--- src/hw/rtl/hrocs_pkg.sv ---
// Shared constants and types for the Hamming radius one center search block.
package hrocs_pkg;

  // Storage limits
  localparam int MAX_STRINGS = 16;
  localparam int MAX_LENGTH  = 16;
  localparam int STORE_DEPTH = MAX_STRINGS * MAX_LENGTH;

  // Letter alphabet: codes 0 (a) to 25 (z)
  localparam int LETTER_COUNT = 26;
  localparam int LETTER_W     = 5;
  localparam int CFG_W        = 5;

  // Derived widths
  localparam int ADDR_W = (STORE_DEPTH > 1) ? $clog2(STORE_DEPTH) : 1;
  localparam int TOT_W  = $clog2(STORE_DEPTH + 1);
  localparam int COL_W  = (MAX_LENGTH > 1) ? $clog2(MAX_LENGTH) : 1;
  localparam int ROW_W  = (MAX_STRINGS > 1) ? $clog2(MAX_STRINGS) : 1;
  localparam int LEN_W  = $clog2(MAX_LENGTH + 1);
  localparam int CNT_W  = $clog2(MAX_STRINGS + 1);

  // Stream payload widths
  localparam int IN_DATA_W  = 8;
  localparam int OUT_DATA_W = 8;
  localparam int OUT_PAD_W  = OUT_DATA_W - 1 - LETTER_W;

  // Configuration register indexes
  localparam int CFG_IDX_W = 2;
  localparam logic [CFG_IDX_W-1:0] REG_STRING_COUNT  = 2'd0;
  localparam logic [CFG_IDX_W-1:0] REG_STRING_LENGTH = 2'd1;

  // Main sequencer states
  typedef enum logic [2:0] {
    ST_LOAD = 3'b001,
    ST_SCAN = 3'b010,
    ST_EMIT = 3'b100
  } state_t;

endpackage

--- src/hw/rtl/hamming_radius_one_center_search.sv ---
// Top level: loads a string set, then searches for a Hamming radius one center string.
//
// Usage:
//   cfg channel (cfg_valid/cfg_ready, cfg_index, cfg_data) sets string_count (index 0)
//   and string_length (index 1); 0 acts as 1, values above 16 act as 16. cfg_ready is
//   always high. Write only while the block is idle.
//   s_axis carries one letter code per request, string after string. Letters are
//   taken at one per cycle while loading. The letter that completes
//   string_count * string_length letters starts the search; s_tready is low until the
//   search is done and its results are queued.
//   m_axis returns the center string letter by letter with tlast on its final letter,
//   or a single not-found request (found = 0, letter 0, tlast = 1).
// Search: for each candidate position the whole store is read once, that is up to
//   string_length * string_count * string_length reads at one per cycle through the
//   single read port of the string store; results then leave at one per cycle while
//   the receiver is ready.
// Reset: clears counters and sets both registers to 1; the store needs no clearing.
// A stalled receiver holds the output register and the emit state; once the last result
//   is in it, loading of the next set goes on and its results wait for the register.
module hamming_radius_one_center_search (
  input  logic                                 clk,
  input  logic                                 rst,
  // Configuration write channel
  input  logic                                 cfg_valid,
  output logic                                 cfg_ready,
  input  logic [hrocs_pkg::CFG_IDX_W-1:0]      cfg_index,
  input  logic [hrocs_pkg::CFG_W-1:0]          cfg_data,
  // Input stream: tdata = letter[4:0], zeros above
  input  logic                                 s_tvalid,
  output logic                                 s_tready,
  input  logic [hrocs_pkg::IN_DATA_W-1:0]      s_tdata,
  // Output stream: tdata = found[0], letter_out[5:1], zeros above
  output logic                                 m_tvalid,
  input  logic                                 m_tready,
  output logic [hrocs_pkg::OUT_DATA_W-1:0]     m_tdata,
  output logic                                 m_tlast
);

  hrocs_pkg::state_t state;

  logic [hrocs_pkg::CFG_W-1:0] string_count;
  logic [hrocs_pkg::CFG_W-1:0] string_length;

  logic [hrocs_pkg::CNT_W-1:0] cnt_eff;
  logic [hrocs_pkg::LEN_W-1:0] len_eff;
  logic [hrocs_pkg::TOT_W-1:0] total;
  logic [hrocs_pkg::COL_W-1:0] len_m1;
  logic [hrocs_pkg::ROW_W-1:0] cnt_m1;

  logic [hrocs_pkg::TOT_W-1:0] load_pos;
  logic [hrocs_pkg::TOT_W-1:0] eff_pos;
  logic [hrocs_pkg::TOT_W-1:0] pos_inc;
  logic                        s_accept;
  logic [hrocs_pkg::LETTER_W-1:0] letter;

  // Copy of the first string, kept in flops
  logic [hrocs_pkg::LETTER_W-1:0] first_str [hrocs_pkg::MAX_LENGTH];
  logic [hrocs_pkg::COL_W-1:0]    first_idx;
  logic [hrocs_pkg::LETTER_W-1:0] first_q;

  // Read issue counters
  logic [hrocs_pkg::LEN_W-1:0]  iss_pos;
  logic [hrocs_pkg::ROW_W-1:0]  iss_k;
  logic [hrocs_pkg::COL_W-1:0]  iss_j;
  logic [hrocs_pkg::ADDR_W-1:0] iss_base;
  logic                         iss_active;
  logic [hrocs_pkg::ADDR_W-1:0] rd_addr;

  // Tags that follow the read data
  logic                         rd_valid;
  logic [hrocs_pkg::COL_W-1:0]  rd_j;
  logic [hrocs_pkg::COL_W-1:0]  rd_pos;
  logic                         rd_lastcol;
  logic                         rd_lastrow;
  logic [hrocs_pkg::LETTER_W-1:0] rd_data;

  // Per-row and per-position evaluation
  logic [1:0]                        mism;
  logic [1:0]                        mism_now;
  logic                              col_miss;
  logic [hrocs_pkg::LETTER_W-1:0]    rowpos;
  logic [hrocs_pkg::LETTER_W-1:0]    rowpos_now;
  logic [hrocs_pkg::LETTER_COUNT-1:0] mask;
  logic [hrocs_pkg::LETTER_COUNT-1:0] allow;
  logic [hrocs_pkg::LETTER_COUNT-1:0] mask_now;
  logic [hrocs_pkg::LETTER_W-1:0]    low_ch;

  // Search result and emit counter
  logic                           found;
  logic [hrocs_pkg::COL_W-1:0]    fpos;
  logic [hrocs_pkg::LETTER_W-1:0] fch;
  logic [hrocs_pkg::COL_W-1:0]    e_j;
  logic [hrocs_pkg::LETTER_W-1:0] emit_letter;
  logic                           out_load;

  // Output register
  logic                           out_found;
  logic [hrocs_pkg::LETTER_W-1:0] out_letter;

  assign cfg_ready = 1'b1;
  assign s_tready  = (state == hrocs_pkg::ST_LOAD);
  assign s_accept  = s_tvalid && s_tready;
  assign letter    = s_tdata[hrocs_pkg::LETTER_W-1:0];

  // Configuration registers
  always_ff @(posedge clk) begin
    if (rst) begin
      string_count  <= hrocs_pkg::CFG_W'(1);
      string_length <= hrocs_pkg::CFG_W'(1);
    end else if (cfg_valid && cfg_ready) begin
      case (cfg_index)
        hrocs_pkg::REG_STRING_COUNT:  string_count  <= cfg_data;
        hrocs_pkg::REG_STRING_LENGTH: string_length <= cfg_data;
        default: ;
      endcase
    end
  end

  // Clamp registers to the usable range
  always_comb begin
    if (string_count == '0) begin
      cnt_eff = hrocs_pkg::CNT_W'(1);
    end else if (int'(string_count) > hrocs_pkg::MAX_STRINGS) begin
      cnt_eff = hrocs_pkg::CNT_W'(hrocs_pkg::MAX_STRINGS);
    end else begin
      cnt_eff = hrocs_pkg::CNT_W'(string_count);
    end
    if (string_length == '0) begin
      len_eff = hrocs_pkg::LEN_W'(1);
    end else if (int'(string_length) > hrocs_pkg::MAX_LENGTH) begin
      len_eff = hrocs_pkg::LEN_W'(hrocs_pkg::MAX_LENGTH);
    end else begin
      len_eff = hrocs_pkg::LEN_W'(string_length);
    end
  end

  assign total  = hrocs_pkg::TOT_W'(hrocs_pkg::TOT_W'(cnt_eff) * hrocs_pkg::TOT_W'(len_eff));
  assign len_m1 = hrocs_pkg::COL_W'(len_eff - hrocs_pkg::LEN_W'(1));
  assign cnt_m1 = hrocs_pkg::ROW_W'(cnt_eff - hrocs_pkg::CNT_W'(1));

  // Load position, restarting a set if the layout shrank below it
  assign eff_pos = (load_pos >= total) ? '0 : load_pos;
  assign pos_inc = eff_pos + hrocs_pkg::TOT_W'(1);

  // String store
  hrocs_ram #(
    .WIDTH (hrocs_pkg::LETTER_W),
    .DEPTH (hrocs_pkg::STORE_DEPTH)
  ) u_store (
    .clk     (clk),
    .wr_en   (s_accept),
    .wr_addr (eff_pos[hrocs_pkg::ADDR_W-1:0]),
    .wr_data (letter),
    .rd_addr (rd_addr),
    .rd_data (rd_data)
  );

  // First string mirror
  always_ff @(posedge clk) begin
    if (s_accept && (int'(eff_pos) < hrocs_pkg::MAX_LENGTH)) begin
      first_str[eff_pos[hrocs_pkg::COL_W-1:0]] <= letter;
    end
  end

  assign first_idx = (state == hrocs_pkg::ST_EMIT) ? e_j : rd_j;
  assign first_q   = first_str[first_idx];

  // Read issue
  assign iss_active = (state == hrocs_pkg::ST_SCAN) && (iss_pos < len_eff);
  assign rd_addr    = iss_base + hrocs_pkg::ADDR_W'(iss_j);

  // Evaluate the returning column
  always_comb begin
    col_miss   = (rd_j != rd_pos) && (rd_data != first_q);
    if (mism == 2'd2 || (mism == 2'd1 && col_miss)) begin
      mism_now = 2'd2;
    end else begin
      mism_now = mism + {1'b0, col_miss};
    end
    rowpos_now = (rd_j == rd_pos) ? rd_data : rowpos;
    case (mism_now)
      2'd0:    allow = '1;
      2'd1:    allow = (int'(rowpos_now) < hrocs_pkg::LETTER_COUNT)
                       ? (hrocs_pkg::LETTER_COUNT'(1) << rowpos_now) : '0;
      default: allow = '0;
    endcase
    mask_now = mask & allow;
    // Lowest surviving letter
    low_ch = '0;
    for (int i = hrocs_pkg::LETTER_COUNT - 1; i >= 0; i--) begin
      if (mask_now[i]) begin
        low_ch = hrocs_pkg::LETTER_W'(i);
      end
    end
  end

  assign emit_letter = (e_j == fpos) ? fch : first_q;
  assign out_load    = (state == hrocs_pkg::ST_EMIT) && (!m_tvalid || m_tready);

  // Sequencer, counters and search datapath
  always_ff @(posedge clk) begin
    if (rst) begin
      state    <= hrocs_pkg::ST_LOAD;
      load_pos <= '0;
      rd_valid <= 1'b0;
      iss_pos  <= '0;
      iss_k    <= '0;
      iss_j    <= '0;
      iss_base <= '0;
      mism     <= '0;
      mask     <= '1;
      e_j      <= '0;
      found    <= 1'b0;
    end else begin
      rd_valid <= iss_active;
      case (state)
        hrocs_pkg::ST_LOAD: begin
          if (s_accept) begin
            if (pos_inc >= total) begin
              load_pos <= '0;
              state    <= hrocs_pkg::ST_SCAN;
              iss_pos  <= '0;
              iss_k    <= '0;
              iss_j    <= '0;
              iss_base <= '0;
              mism     <= '0;
              mask     <= '1;
            end else begin
              load_pos <= pos_inc;
            end
          end
        end
        hrocs_pkg::ST_SCAN: begin
          // Advance the read walk: column, then row, then position
          if (iss_active) begin
            if (iss_j == len_m1) begin
              iss_j <= '0;
              if (iss_k == cnt_m1) begin
                iss_k    <= '0;
                iss_base <= '0;
                iss_pos  <= iss_pos + hrocs_pkg::LEN_W'(1);
              end else begin
                iss_k    <= iss_k + hrocs_pkg::ROW_W'(1);
                iss_base <= iss_base + hrocs_pkg::ADDR_W'(len_eff);
              end
            end else begin
              iss_j <= iss_j + hrocs_pkg::COL_W'(1);
            end
          end
          // Consume the read data
          if (rd_valid) begin
            if (rd_lastcol) begin
              mism <= '0;
              if (rd_lastrow) begin
                if (mask_now != '0) begin
                  found <= 1'b1;
                  fpos  <= rd_pos;
                  fch   <= low_ch;
                  e_j   <= '0;
                  state <= hrocs_pkg::ST_EMIT;
                end else if (rd_pos == len_m1) begin
                  found <= 1'b0;
                  e_j   <= '0;
                  state <= hrocs_pkg::ST_EMIT;
                end else begin
                  mask <= '1;
                end
              end else begin
                mask <= mask_now;
              end
            end else begin
              mism   <= mism_now;
              rowpos <= rowpos_now;
            end
          end
        end
        hrocs_pkg::ST_EMIT: begin
          if (out_load) begin
            if (!found || e_j == len_m1) begin
              state <= hrocs_pkg::ST_LOAD;
            end else begin
              e_j <= e_j + hrocs_pkg::COL_W'(1);
            end
          end
        end
        default: state <= hrocs_pkg::ST_LOAD;
      endcase
    end
  end

  // Read tags
  always_ff @(posedge clk) begin
    rd_j       <= iss_j;
    rd_pos     <= iss_pos[hrocs_pkg::COL_W-1:0];
    rd_lastcol <= (iss_j == len_m1);
    rd_lastrow <= (iss_k == cnt_m1);
  end

  // Output register
  always_ff @(posedge clk) begin
    if (rst) begin
      m_tvalid <= 1'b0;
    end else if (out_load) begin
      m_tvalid <= 1'b1;
    end else if (m_tready) begin
      m_tvalid <= 1'b0;
    end
  end

  always_ff @(posedge clk) begin
    if (out_load) begin
      out_found  <= found;
      out_letter <= found ? emit_letter : '0;
      m_tlast    <= !found || (e_j == len_m1);
    end
  end

  assign m_tdata = {{hrocs_pkg::OUT_PAD_W{1'b0}}, out_letter, out_found};

endmodule

--- src/hw/rtl/hrocs_ram.sv ---
// Generic single-write, single-read synchronous RAM with registered read data.
module hrocs_ram #(
  parameter int WIDTH = 8,
  parameter int DEPTH = 256
) (
  input  logic                             clk,
  input  logic                             wr_en,
  input  logic [$clog2(DEPTH > 1 ? DEPTH : 2)-1:0] wr_addr,
  input  logic [WIDTH-1:0]                 wr_data,
  input  logic [$clog2(DEPTH > 1 ? DEPTH : 2)-1:0] rd_addr,
  output logic [WIDTH-1:0]                 rd_data
);

  logic [WIDTH-1:0] mem [DEPTH];

  // Write port and registered read port
  always_ff @(posedge clk) begin
    if (wr_en) begin
      mem[wr_addr] <= wr_data;
    end
    rd_data <= mem[rd_addr];
  end

endmodule

--- config.mk ---
export PLATFORM = sky130hd
export DESIGN_NAME = hamming_radius_one_center_search
export DESIGN_NICKNAME = d
export VERILOG_FILES = /design/src/hw/rtl/hrocs_pkg.sv /design/src/hw/rtl/hamming_radius_one_center_search.sv /design/src/hw/rtl/hrocs_ram.sv
export SDC_FILE = /design/constraint.sdc
export NUM_CORES = 2
export LEC_CHECK = 0
export CORE_ASPECT_RATIO = 0.75
export CORE_MARGIN = 3
export CORE_UTILIZATION = 30
export DETAILED_ROUTE_END_ITERATION = 16
export DONT_BUFFER_PORTS = 1
export GPL_TIMING_DRIVEN = 0
export HOLD_SLACK_MARGIN = 0.02
export SYNTH_ARGS = -nofsm -noshare
export SYNTH_HDL_FRONTEND = slang
export SYNTH_SLANG_ARGS = --single-unit
--- constraint.sdc ---
create_clock -name clk -period 9.7 [get_ports clk]
set_clock_uncertainty 0.1 [all_clocks]
set_input_delay 0.485 -clock clk [delete_from_list [all_inputs] [get_ports clk]]
set_output_delay 0.485 -clock clk [all_outputs]
set_load 0.05 [all_outputs]
==> summary.txt <==
Clock network
  • TritonCTS clock tree: done
  • Total CTS buffers: between 100 and 150
  • CTS max path bufs: 4
  • Clock Sinks: approximately 1500
  • Post-CTS Setup Bufs: 0
  • H-tree depth reported by CTS: 4
  • Clock latency on the worst-skew pair: between 0.8 and 0.9 ns
  • Clock root buffer master: clkbuf_16
  • Reg clk slew, reported paths: approximately 0.06 ns

Setup path
  • Worst r2r src: string_length[4]
  • Reg2reg end: mask[11]
  • CP max-delay cell: fa_1
  • Crit end category: register
  • Req. time, crit path: around 10 ns
  • Setup Crit Path Kind: register to register
  • Max incr delay on CP: just under 0.6 ns
  • Startpoint Class: register
  • Cell depth of the worst flop-to-flop path: 34
  • R2R Setup Slk: roughly 0.54 ns
  • Max Fanout on Critical Path: 19
  • CP arrival: a little under 10 ns

GRT
  • Vias in the first global route: 31976
  • Largest net degree at the start of global routing: 273
  • Total Routing Usage GR: about 16%
  • Initial antenna violation count: 8
  • GRT Residual Overflow: 0
  • First-pass GRT wire length: roughly 240000 um

Synthesis
  • Cell taking the most area after synthesis: edfxtp_1
  • Post-Syn Area: roughly 0.062 mm2
  • Netlist cell types: between 80 and 90
  • Sequential area share after synthesis: 70.4%
  • Warning count from the yosys run: 0
  • Most common cell in the netlist: edfxtp_1
  • EDFF count, synth: ~1400
  • Synth area leaders: edfxtp_1 67%, mux4_2 17%, dfxtp_1 3.0%, nor2_1 2.3%, ha_1 1.1%
  • Async S/R FF share, synth: 0%
  • Synthesized flop and latch total: 1474
  • Mapped Avg Cell Area: between 15 and 20 um2
  • Most instantiated cells after synthesis: 1381 x edfxtp_1, 460 x mux4_2, 385 x nor2_1
  • Top cell type's share of synthesized area: between 60 and 70%
  • Main synth FF type: edfxtp_1
  • Cell count after synthesis: ~3300

Outcome
  • Status: complete, no violations

Min path
  • Hold Crit Start: cfg_valid
  • Hold path depth: 2
  • Worst Hold End: string_length[0]
  • Hold Path Class: input pin to register

Timing
  • Slew HR: under 10%
  • Pin slew with the least headroom to its limit: 1.47 ns
  • RSZ-0062 raised after global routing: no
  • Hold slack: roughly 0.09 ns
  • Finish-stage setup viols: 0
  • Post-route clock period utilization: 94.4%
  • Tmin final: between 9 and 10 ns
  • Final hold viol count: 0
  • Max frequency: 0.109 GHz
  • Pins Over Slew Limit: 0

Floorplanning
  • Chip Height: approximately 400 um
  • FP Rows: ~140
  • Core ar.: roughly 0.20 mm2
  • I/O pin cnt: 32
  • Full die area: approximately 0.21 mm2
  • Chip Width: roughly 530 um
  • Initial core utilization: between 30% and 40%

Power and ir drop
  • Leak Pwr: between 20 and 25 nW
  • PwrDens: ~250 mW/mm2
  • Worst vdd ir: between 0.15 and 0.2 mV
  • Pwr Total: 17.5 mW

Layout
  • Area delta synth->final: 13.6%
  • Filler cell count: 19033
  • Fin cells: around 6200
  • Post-layout util: around 34%
  • Ratio of cells with drive above 1 in the final layout: 21.6%
  • Layout Nets: 3538

Routing
  • Residual DRC: 0
  • DRT Pass-1 Iters: 5
  • Iter 0 DRT Violations: ~4500
  • Vias per cell: 5.31
  • Via count: 33135
  • Post-DRT Antenna Nets: 0
  • Routed wire per std cell: between 20 and 30 um
  • Routed WL: ~170000 um

Placement
  • Placed cell count: approximately 6000
  • PortBufs: 0
  • Dpl hpwl: around 110000 um
  • RePlAce Congestion: slightly below 0.9

Flow run
  • Max Cap Violations: 0
worst max-delay path, delay by kind of cell, from the launching register on:
family,cells,cell delay [ns]
flip-flops,1,0.45
AND/OR/NAND/NOR,8,1.81
XOR/XNOR,2,0.41
adder cells (fa/ha/maj),9,3.65
AO/OA/AOI/OAI,10,1.80
buffers and inverters,5,0.79
cells in the final DEF (no fill, tap or decap), types with 19 or more instances in the layout:
| master | Yosys | layout |
|---|---|---|
| inv_1 | 38 | 38 |
| mux4_2 | 460 | 460 |
| nor3_1 | 25 | 25 |
| clkbuf_16 | 0 | 153 |
| buf_1 | 33 | 31 |
| o21ai_0 | 56 | 56 |
| mux2i_1 | 42 | 42 |
| dfxtp_1 | 93 | 93 |
| a21oi_1 | 48 | 48 |
| clkinv_1 | 0 | 29 |
| ha_1 | 55 | 54 |
| edfxtp_1 | 1381 | 1381 |
| nand2b_1 | 20 | 19 |
| xnor2_1 | 42 | 40 |
| clkbuf_1 | 131 | 138 |
| nand3_1 | 31 | 30 |
| nor2_1 | 385 | 385 |
| nand2_1 | 105 | 105 |
metrics by stage:
stage	worst slack, ns	setup TNS, ns	area, um2
floorplan	1.27	0	61600
global placement	-0.728	-106.14	64900
detailed placement	-0.773	-54.03	65000
CTS	0.0278	0	69900
global route	0.0110	0	70000
finish	0.541	0	70000
area by class of cell:
cell class                      instances  area [um2]  share of cell area, %
Sequential cell                      1474       43300                   61.9
Timing Repair Buffer                   22         320                  0.458
Multi-Input combinational cell       1580       17300                   24.8
Buffer                                188         837                   1.20
Inverter                               39         146                  0.209
Antenna cell                            2        5.00                0.00715
Tap cell                             2682        3360                   4.79
Clock buffer                          180        3930                   5.62
Clock inverter                         74         736                   1.05
cell families after synthesis:
family          share of synthesized area (%)
fa+ha+maj                                1.47
xor+xnor                                0.853
mux                                      17.7
compound gates                           3.19
simple gates                             4.84
other cells                            0.0122
buf+inv                                  1.58
flops                                    70.4
power by group:
group	internal (mW)	total (mW)	switching (mW)
logic	2.10	4.74	2.64
clock network	3.26	5.68	2.42
registers	7.00	7.05	0.0551
timing repair:
item	CTS	global route
gates resized for setup	5	6
gates cloned	0	0
endpoints found under the hold margin	1372	0
setup endpoints to repair	110	65
hold buffers	15	0
worst max-delay path by stage:
stage                     startpoint           to
floorplan           string_length[4]     mask[20]
global placement    string_length[4]      mask[9]
detailed placement  string_length[4]  iss_base[6]
CTS                 string_length[4]     mask[11]
global route        string_length[4]      mask[8]
finish              string_length[4]     mask[11]
per-layer routing:
metal	up-vias	part of all wire (%)	GRT usage, %	wire length, um
met4	10	1.9	3.11	3140
li1	13643	-	-	-
met5	-	0.039	0	65
met1	17572	45	24.0	74700
met3	218	11	4.20	18000
met2	1692	42	21.7	70000
registers in the layout (all words and copies together) (netlist names), 2 cells and up:
signal	count
out_letter	5
rd_pos	4
state	3
string_count	5
u_store.rd_data	5
iss_k	4
string_length	5
iss_pos	5
e_j	4
iss_base	8
first_str	80
fpos	4
iss_j	4
mism	2
fch	5
mask	26
rowpos	5
rd_j	4
load_pos	9
u_store.mem	1280
Power figures use the tool's default switching activity.
